[config.mk]
export PLATFORM = sky130hd
export DESIGN_NAME = battery_voltage_peak_ema_unit
export DESIGN_NICKNAME = d
export VERILOG_FILES = /design/src/hw/rtl/bvpe_pkg.sv /design/src/hw/rtl/bvpe_ctrl.sv /design/src/hw/rtl/bvpe_datapath.sv /design/src/hw/rtl/battery_voltage_peak_ema_unit.sv
export SDC_FILE = /design/constraint.sdc
export NUM_CORES = 1
export LEC_CHECK = 0
export BUFFER_PORTS_ARGS = -buffer_cell sky130_fd_sc_hd__buf_2
export CORE_UTILIZATION = 60
export DETAILED_ROUTE_END_ITERATION = 8
export PLACE_DENSITY = 0.84
export SETUP_SLACK_MARGIN = 0.5
export SYNTH_ARGS = -nofsm -noshare
export SYNTH_HDL_FRONTEND = slang
export SYNTH_HIERARCHICAL = 1
export SYNTH_SLANG_ARGS = --single-unit
[constraint.sdc]
create_clock -name clk -period 9 [get_ports clk]
set_input_delay 0.45 -clock clk [delete_from_list [all_inputs] [get_ports clk]]
set_output_delay 0.45 -clock clk [all_outputs]
set_load 0.05 [all_outputs]
[src/hw/rtl/bvpe_pkg.sv]
`timescale 1ns / 1ps
// ----------------------------------------------------------------------------
// bvpe_pkg
// Shared types and constants for the battery voltage peak/EMA unit.
// ----------------------------------------------------------------------------
package bvpe_pkg;

  localparam int ADC_BITS     = 12;
  localparam int MV_W         = 16;
  localparam int RATIO_W      = 16;
  localparam int CFG_IDX_W    = 2;
  localparam int CFG_DATA_W   = 16;
  localparam int TDATA_IN_W   = 16;

  // |peak - low| * 1000 fits in 22 bits, as does the tap voltage
  localparam int MAG_W        = ADC_BITS;
  localparam int DIVIDEND_W   = 22;
  localparam int TAP_W        = 22;
  localparam int PROD_W       = TAP_W + RATIO_W;
  localparam int FRAC_BITS    = 12;
  localparam int DIV_STEPS    = DIVIDEND_W;
  localparam int DIV_CNT_W    = $clog2(DIV_STEPS);
  localparam int EMA_SUM_W    = MV_W + 3;

  localparam logic [ADC_BITS-1:0]   LOW_DEFAULT   = ADC_BITS'(2469);
  localparam logic [ADC_BITS-1:0]   SPAN_DEFAULT  = ADC_BITS'(2429);
  localparam logic [9:0]            MV_PER_V      = 10'd1000;
  localparam logic [RATIO_W-1:0]    RATIO_RESET   = RATIO_W'(8192);
  localparam logic [MV_W-1:0]       MV_MAX        = '1;
  localparam logic [DIV_CNT_W-1:0]  DIV_LAST      = DIV_CNT_W'(DIV_STEPS - 1);

  typedef enum logic [CFG_IDX_W-1:0] {
    REG_CAL_LOW   = 2'd0,
    REG_VOLT_SPAN = 2'd1,
    REG_RATIO     = 2'd2
  } cfg_reg_t;

  typedef enum logic [2:0] {
    ST_IDLE,
    ST_PREP,
    ST_DIV,
    ST_TAP,
    ST_MUL,
    ST_EMA,
    ST_PUT
  } state_t;

  typedef struct packed {
    logic load_beat;
    logic prep;
    logic div_step;
    logic tap;
    logic mul;
    logic ema;
    logic put;
  } cmd_t;

  typedef struct packed {
    logic any_good;
    logic out_free;
  } sts_t;

endpackage

[src/hw/rtl/bvpe_ctrl.sv]
`timescale 1ns / 1ps
// ----------------------------------------------------------------------------
// bvpe_ctrl
// Sequencer: takes beats; at a burst end, steps the datapath through divide,
// scale, filter and result hand-off, or to hand-off alone if no read was good.
// ----------------------------------------------------------------------------
module bvpe_ctrl (
  input  logic              clk,
  input  logic              rst,
  input  logic              s_tvalid,
  input  logic              s_tlast,
  output logic              s_tready,
  input  bvpe_pkg::sts_t    sts,
  output bvpe_pkg::cmd_t    cmd
);

  bvpe_pkg::state_t               state;
  bvpe_pkg::state_t               state_next;
  logic [bvpe_pkg::DIV_CNT_W-1:0] div_cnt;

  always_ff @(posedge clk) begin
    if (rst) begin
      state   <= bvpe_pkg::ST_IDLE;
      div_cnt <= '0;
    end else begin
      state <= state_next;
      if (state == bvpe_pkg::ST_PREP) begin
        div_cnt <= '0;
      end else if (state == bvpe_pkg::ST_DIV) begin
        div_cnt <= div_cnt + 1'b1;
      end
    end
  end

  always_comb begin
    state_next = state;
    unique case (state)
      bvpe_pkg::ST_IDLE: if (s_tvalid && s_tlast) state_next = bvpe_pkg::ST_PREP;
      bvpe_pkg::ST_PREP: state_next = sts.any_good ? bvpe_pkg::ST_DIV : bvpe_pkg::ST_PUT;
      bvpe_pkg::ST_DIV:  if (div_cnt == bvpe_pkg::DIV_LAST) state_next = bvpe_pkg::ST_TAP;
      bvpe_pkg::ST_TAP:  state_next = bvpe_pkg::ST_MUL;
      bvpe_pkg::ST_MUL:  state_next = bvpe_pkg::ST_EMA;
      bvpe_pkg::ST_EMA:  state_next = bvpe_pkg::ST_PUT;
      bvpe_pkg::ST_PUT:  if (sts.out_free) state_next = bvpe_pkg::ST_IDLE;
      default:           state_next = bvpe_pkg::ST_IDLE;
    endcase
  end

  always_comb begin
    cmd      = '0;
    s_tready = 1'b0;
    unique case (state)
      bvpe_pkg::ST_IDLE: begin
        s_tready      = 1'b1;
        cmd.load_beat = s_tvalid;
      end
      bvpe_pkg::ST_PREP: cmd.prep     = 1'b1;
      bvpe_pkg::ST_DIV:  cmd.div_step = 1'b1;
      bvpe_pkg::ST_TAP:  cmd.tap      = 1'b1;
      bvpe_pkg::ST_MUL:  cmd.mul      = 1'b1;
      bvpe_pkg::ST_EMA:  cmd.ema      = 1'b1;
      bvpe_pkg::ST_PUT:  cmd.put      = sts.out_free;
      default: ;
    endcase
  end

endmodule

[src/hw/rtl/bvpe_datapath.sv]
`timescale 1ns / 1ps
// ----------------------------------------------------------------------------
// bvpe_datapath
// Peak tracking, calibration registers, restoring divider, ratio multiply,
// EMA filter and the output register.
// ----------------------------------------------------------------------------
module bvpe_datapath (
  input  logic                              clk,
  input  logic                              rst,
  input  bvpe_pkg::cmd_t                    cmd,
  output bvpe_pkg::sts_t                    sts,
  input  logic                              read_ok,
  input  logic [bvpe_pkg::ADC_BITS-1:0]     raw_code,
  input  logic                              cfg_valid,
  input  logic [bvpe_pkg::CFG_IDX_W-1:0]    cfg_index,
  input  logic [bvpe_pkg::CFG_DATA_W-1:0]   cfg_data,
  input  logic                              out_ready,
  output logic                              out_valid,
  output logic [bvpe_pkg::MV_W-1:0]         out_mv,
  output logic                              out_status
);

  logic [bvpe_pkg::ADC_BITS-1:0]   cal_low;
  logic [bvpe_pkg::ADC_BITS-1:0]   volt_span;
  logic [bvpe_pkg::RATIO_W-1:0]    ratio;
  logic [bvpe_pkg::ADC_BITS-1:0]   peak;
  logic                            any_good;
  logic [bvpe_pkg::MV_W-1:0]       filtered;

  logic                            neg;
  logic [bvpe_pkg::DIVIDEND_W-1:0] quo;
  logic [bvpe_pkg::ADC_BITS-1:0]   rem;
  logic [bvpe_pkg::TAP_W-1:0]      tap;
  logic [bvpe_pkg::MV_W-1:0]       inst;

  logic [bvpe_pkg::ADC_BITS-1:0]   low_eff;
  logic [bvpe_pkg::ADC_BITS-1:0]   span_eff;
  logic [bvpe_pkg::ADC_BITS:0]     diff;
  logic [bvpe_pkg::ADC_BITS:0]     diff_neg;
  logic [bvpe_pkg::MAG_W-1:0]      mag;
  logic [bvpe_pkg::ADC_BITS:0]     rem_sh;
  logic [bvpe_pkg::ADC_BITS:0]     rem_sub;
  logic [bvpe_pkg::DIVIDEND_W:0]   tap_pos;
  logic [bvpe_pkg::DIVIDEND_W:0]   tap_neg;
  logic [bvpe_pkg::PROD_W-1:0]     prod;
  logic [bvpe_pkg::PROD_W-bvpe_pkg::FRAC_BITS-1:0] scaled;
  logic [bvpe_pkg::EMA_SUM_W-1:0]  ema_sum;

  assign low_eff  = (cal_low   == '0) ? bvpe_pkg::LOW_DEFAULT  : cal_low;
  assign span_eff = (volt_span == '0) ? bvpe_pkg::SPAN_DEFAULT : volt_span;

  assign diff     = {1'b0, peak} - {1'b0, low_eff};
  assign diff_neg = -diff;
  assign mag      = diff[bvpe_pkg::ADC_BITS] ? diff_neg[bvpe_pkg::MAG_W-1:0]
                                             : diff[bvpe_pkg::MAG_W-1:0];

  // one restoring step: shift in next dividend bit, subtract if it fits
  assign rem_sh  = {rem, quo[bvpe_pkg::DIVIDEND_W-1]};
  assign rem_sub = rem_sh - {1'b0, span_eff};

  // signed add of +/-quotient to 1000, clamped at zero
  assign tap_pos = {1'b0, quo} + (bvpe_pkg::DIVIDEND_W+1)'(bvpe_pkg::MV_PER_V);
  assign tap_neg = (bvpe_pkg::DIVIDEND_W+1)'(bvpe_pkg::MV_PER_V) - {1'b0, quo};

  assign prod   = (bvpe_pkg::PROD_W)'(tap) * (bvpe_pkg::PROD_W)'(ratio);
  assign scaled = prod[bvpe_pkg::PROD_W-1:bvpe_pkg::FRAC_BITS];

  assign ema_sum = {filtered, 3'b000} - {3'b000, filtered} + {3'b000, inst};

  assign sts.any_good = any_good;
  assign sts.out_free = !out_valid || out_ready;

  always_ff @(posedge clk) begin
    if (rst) begin
      cal_low   <= '0;
      volt_span <= '0;
      ratio     <= bvpe_pkg::RATIO_RESET;
    end else if (cfg_valid) begin
      unique case (cfg_index)
        bvpe_pkg::REG_CAL_LOW:   cal_low   <= cfg_data[bvpe_pkg::ADC_BITS-1:0];
        bvpe_pkg::REG_VOLT_SPAN: volt_span <= cfg_data[bvpe_pkg::ADC_BITS-1:0];
        bvpe_pkg::REG_RATIO:     ratio     <= cfg_data[bvpe_pkg::RATIO_W-1:0];
        default: ;
      endcase
    end
  end

  always_ff @(posedge clk) begin
    if (rst) begin
      peak      <= '0;
      any_good  <= 1'b0;
      filtered  <= '0;
      out_valid <= 1'b0;
    end else begin
      if (cmd.load_beat && read_ok) begin
        any_good <= 1'b1;
        if (raw_code > peak) peak <= raw_code;
      end
      if (cmd.ema) begin
        filtered <= (filtered == '0) ? inst : ema_sum[bvpe_pkg::EMA_SUM_W-1:3];
      end
      if (cmd.put) begin
        out_valid <= 1'b1;
        peak      <= '0;
        any_good  <= 1'b0;
      end else if (out_ready) begin
        out_valid <= 1'b0;
      end
    end
  end

  always_ff @(posedge clk) begin
    if (cmd.prep) begin
      neg <= diff[bvpe_pkg::ADC_BITS];
      quo <= (bvpe_pkg::DIVIDEND_W)'(mag) * (bvpe_pkg::DIVIDEND_W)'(bvpe_pkg::MV_PER_V);
      rem <= '0;
    end else if (cmd.div_step) begin
      if (!rem_sub[bvpe_pkg::ADC_BITS]) begin
        rem <= rem_sub[bvpe_pkg::ADC_BITS-1:0];
        quo <= {quo[bvpe_pkg::DIVIDEND_W-2:0], 1'b1};
      end else begin
        rem <= rem_sh[bvpe_pkg::ADC_BITS-1:0];
        quo <= {quo[bvpe_pkg::DIVIDEND_W-2:0], 1'b0};
      end
    end
    if (cmd.tap) begin
      if (!neg) begin
        tap <= tap_pos[bvpe_pkg::TAP_W-1:0];
      end else if (tap_neg[bvpe_pkg::DIVIDEND_W]) begin
        tap <= '0;
      end else begin
        tap <= tap_neg[bvpe_pkg::TAP_W-1:0];
      end
    end
    if (cmd.mul) begin
      inst <= (scaled > {{($bits(scaled)-bvpe_pkg::MV_W){1'b0}}, bvpe_pkg::MV_MAX})
              ? bvpe_pkg::MV_MAX : scaled[bvpe_pkg::MV_W-1:0];
    end
    if (cmd.put) begin
      out_mv     <= any_good ? filtered : '0;
      out_status <= !any_good;
    end
  end

endmodule

[src/hw/rtl/battery_voltage_peak_ema_unit.sv]
`timescale 1ns / 1ps
// ----------------------------------------------------------------------------
// battery_voltage_peak_ema_unit
// Peak of the good ADC reads in a burst, converted to mV and EMA filtered.
// ----------------------------------------------------------------------------
// Beats that do not end a burst are accepted while the unit is idle.
// A burst end with good reads runs prep, the 22-step restoring divide by span,
// tap, multiply and EMA before its result; an empty burst skips to the output.
// The next burst is taken once the result is in the output register.
// Synchronous reset clears state and the filter (unseeded); calibration resets.
module battery_voltage_peak_ema_unit (
  input  logic        clk,
  input  logic        rst,
  input  logic        s_tvalid,
  output logic        s_tready,
  input  logic [15:0] s_tdata,     // [11:0] raw_code, [15:12] zero
  input  logic        s_tuser,     // [0] read_ok
  input  logic        s_tlast,     // last_sample
  output logic        m_tvalid,
  input  logic        m_tready,
  output logic [15:0] m_tdata,     // [15:0] voltage_mv
  output logic        m_tuser,     // [0] status
  input  logic        cfg_valid,
  output logic        cfg_ready,
  input  logic [1:0]  cfg_index,
  input  logic [15:0] cfg_data
);

  bvpe_pkg::cmd_t cmd;
  bvpe_pkg::sts_t sts;

  assign cfg_ready = 1'b1;

  bvpe_ctrl u_ctrl (
    .clk      (clk),
    .rst      (rst),
    .s_tvalid (s_tvalid),
    .s_tlast  (s_tlast),
    .s_tready (s_tready),
    .sts      (sts),
    .cmd      (cmd)
  );

  bvpe_datapath u_dp (
    .clk        (clk),
    .rst        (rst),
    .cmd        (cmd),
    .sts        (sts),
    .read_ok    (s_tuser),
    .raw_code   (s_tdata[bvpe_pkg::ADC_BITS-1:0]),
    .cfg_valid  (cfg_valid),
    .cfg_index  (cfg_index),
    .cfg_data   (cfg_data),
    .out_ready  (m_tready),
    .out_valid  (m_tvalid),
    .out_mv     (m_tdata),
    .out_status (m_tuser)
  );

endmodule

==> results.toml <==
[final_layout]
nNetsFinal = 3214
fillers = 3032
fin_util_pct = 64.8
num_antenna_cells = 0
syn_to_final_growth_pct = 5.39
layout-drive-gt1-share_pct = 5.91

[timing]
slew_viol_final = 0
setup_viol = 0
skew_ns = 0.0145
finalSetupTns_ns = 0
finalHoldViolCount = 0
fmaxAchievable_mhz = 122
worst_pin_slew_ns = 1.18
min_period_ns = 8.20
max-slew-margin-rel_pct = 20.8
rsz0062_at_grt = "no"
finalCritPeriodShare_pct = 91.1

[synth]
ys_types = 79
syn_nets = 3241
synth_flop_cell = "dfxtp_1"
synth.ff_latch_count = 168
yosysSeqAreaShare_pct = 17.6
synth.avg_cell_area_um2 = 8.80
synth-edff-count = 75
synthCells = 2654
yosysWarnings = 6
synthesis.area_um2 = 23400
synthArstFlopShare_pct = 0

[floorplanning]
dieArea_um2 = 39700
ios = 61
die_y_um = 199
start_util_pct = 61.4
num_rows = 71
die-width_um = 199
core_area_um2 = 38000

[placement]
dpl.hpwl_mm = 43.6
port_buffers = 55
gp_congestion = 0.933

[critical_path]
critPathKind = "register to register"
critPathMaxStageDelay_ns = 0.54
cp.required_ns = 9.17
slowest_stage = "fa_1"
crit_path_end_kind = "register"
crit_arrival_ns = 8.37
crit_buf_inv = 5
critPathLaunchType = "register"
crit_family = "adder cells"
cp_max_fo = 7
crit_top_cell = "fa_1"

[global_route]
overflow = 0
grt_max_degree = 64
grt_usage_pct = 29.9
grt_first_pass_wirelength_mm = 93.5
first_global_vias = 19400
antenna_found_initial = 0

[drt]
met3_length_mm = 4.42
vias_per_cell = 5.89
dr_wl_met2_mm = 28.3
dr.pass1.iters = 8
wl_mm = 57.1
vias = 18600
wl_met1_mm = 22.1
dr.first_iter.drc_count = 1526
routedWlPerCell_um = 18.1
ant_nets = 0
topRoutingLayerUsed = "met4"
drc_errors = 0

[flow_run]
drv_cap = 0

[cts]
clock-sinks = 168
cts_tree = "built"
htree_levels = 4
clk_path_buf_depth = 2
clockRootBuffer = "clkbuf_16"
cts_setup_buffers = 0
clk_latency_ns = 0.44
numCtsBuffers = 17
clk_pin_slew_ns = 0.07

[worst_hold_path]
hp-class = "input port to register"

[status]
outcome = "finished clean"
## kinds of logic (layout without fill, tap and decap cells)
logic type                 count (synthesis)  count (layout)  synth area share [%]
AOI/OAI and AO/OA                        322             322                  8.88
xor gates and xnor gates                 101             101                  3.79
other                                      1               1                0.0161
buffers and inverters                    600             586                  9.76
and+or+nand+nor                          865             865                  17.9
muxes                                     51              51                  2.20
DFF                                      168             168                  17.6
adders and majority gates                546             546                  39.9
## layer usage
| layer | global-route usage, % | up-vias |
|---|---|---|
| met4 | 13.3 | 0 |
| met3 | 5.15 | 200 |
| met2 | 51.8 | 875 |
| li1 | - | 8383 |
| met5 | 0 | - |
| met1 | 36.3 | 9114 |
## stage by stage
stage	setup WS, ns	cells	hold WS [ns]	area [um2]
after detailed placement	0.357	3119	0.496	24000
final	0.800	3151	0.246	24600
after global routing	0.373	3151	0.255	24600
after floorplan	1.15	2654	0.460	23400
after CTS	0.592	3151	0.242	24600
after global placement	0.554	3119	0.483	24000
## tightest hold or removal path: cells and delay by family
kind                   cells  cell delay (ns)
AND/OR/NAND/NOR            1             0.05
buffers and inverters      1             0.10
AO/OA/AOI/OAI              1             0.05
## sequential cells by signal, indices dropped and copies added, names as in the netlist
name and cells:
u_dp/rem 12, u_dp/tap 22, u_dp/out_valid 1, u_dp/neg 1
u_dp/any_good 1, u_dp/filtered 16, u_dp/quo 22, u_ctrl/div_cnt 5
u_ctrl/state 3, u_dp/volt_span 12, u_dp/ratio 16, u_dp/out_mv 16
u_dp/cal_low 12, u_dp/inst 16, u_dp/peak 12, u_dp/out_status 1
## worst paths after layout
check                          startpoint                           to  slack, ns  cells past startpoint
max          u_dp/cal_low[3]$_SDFFE_PP0P_       u_dp/quo[21]$_DFFE_PP_       0.80                     32
min                          cfg_data[12]  u_dp/ratio[12]$_SDFFE_PP0P_       0.25                      3
max reg2reg  u_dp/cal_low[3]$_SDFFE_PP0P_       u_dp/quo[21]$_DFFE_PP_       0.80                     32
min reg2reg      u_dp/rem[8]$_SDFFE_PP0P_     u_dp/rem[8]$_SDFFE_PP0P_       0.51                      2
## cells in the mapped netlist, drive strengths merged (6+ instances only)
cell type / instances / area [um2]
o211ai: 11 / 82.6
nand4: 19 / 119
o21ai: 71 / 355
fa: 331 / 6630
a211oi: 29 / 228
or3: 14 / 87.6
dfxtp: 93 / 1860
nand3: 47 / 250
or2: 11 / 68.8
a311oi: 8 / 70.1
a31oi: 16 / 100
nand2: 322 / 1210
inv: 480 / 1800
o31ai: 11 / 92.6
edfxtp: 75 / 2250
buf: 15 / 83.8
mux2i: 48 / 480
nor4: 12 / 90.1
o21bai: 6 / 45.0
nor2: 183 / 687
ha: 215 / 2690
o21a: 11 / 82.6
nor3: 25 / 125
and3: 12 / 80.1
clkbuf: 104 / 390
a21o: 16 / 120
nand3b: 6 / 45.0
a21oi: 98 / 494
xor2: 41 / 359
nand4b: 6 / 52.6
xnor2: 60 / 526
nor2b: 11 / 68.8
and2: 163 / 1020
nand2b: 11 / 68.8
## what timing repair did
item,4_1_cts,5_1_grt
setup endpoints to repair,1,5
pin swaps,0,1
gates resized for setup,2,13
hold buffers,0,0
## cells in the final DEF, fill, tap and decap left out, types with 11 or more instances in the layout
cell / Yosys / routed
buf_4: 2 / 18
or3_1: 14 / 14
inv_1: 480 / 479
and2_1: 163 / 162
o21ai_0: 70 / 70
buf_2: 4 / 55
nor3_1: 25 / 25
clkbuf_16: 0 / 17
nor2_1: 183 / 181
nand3_1: 44 / 44
nand2b_1: 11 / 11
a211oi_1: 27 / 27
nor4_1: 11 / 11
nand4_1: 19 / 19
a21oi_1: 97 / 96
nand2_1: 322 / 322
xnor2_1: 60 / 58
a31oi_1: 16 / 16
edfxtp_1: 75 / 75
nor2b_1: 11 / 11
or2_2: 11 / 11
o21a_1: 11 / 11
mux2i_1: 48 / 48
o211ai_1: 11 / 11
fa_1: 331 / 331
a21o_1: 16 / 16
dfxtp_1: 93 / 93
xor2_1: 41 / 38
ha_1: 215 / 215
## final cells by class
| class | count | area [um2] | share of cell area [%] |
|---|---|---|---|
| clock buffers | 18 | 439 | 1.78 |
| clock inverters | 14 | 151 | 0.615 |
| inverters | 481 | 1810 | 7.33 |
| multi-input cells | 1886 | 17100 | 69.3 |
| flip-flops and latches | 168 | 4110 | 16.7 |
| well taps | 511 | 639 | 2.60 |
| repair buffers | 73 | 410 | 1.67 |
Power is not shown: default switching activity piles up to over one toggle a cycle in this logic, so the estimate is an artifact.
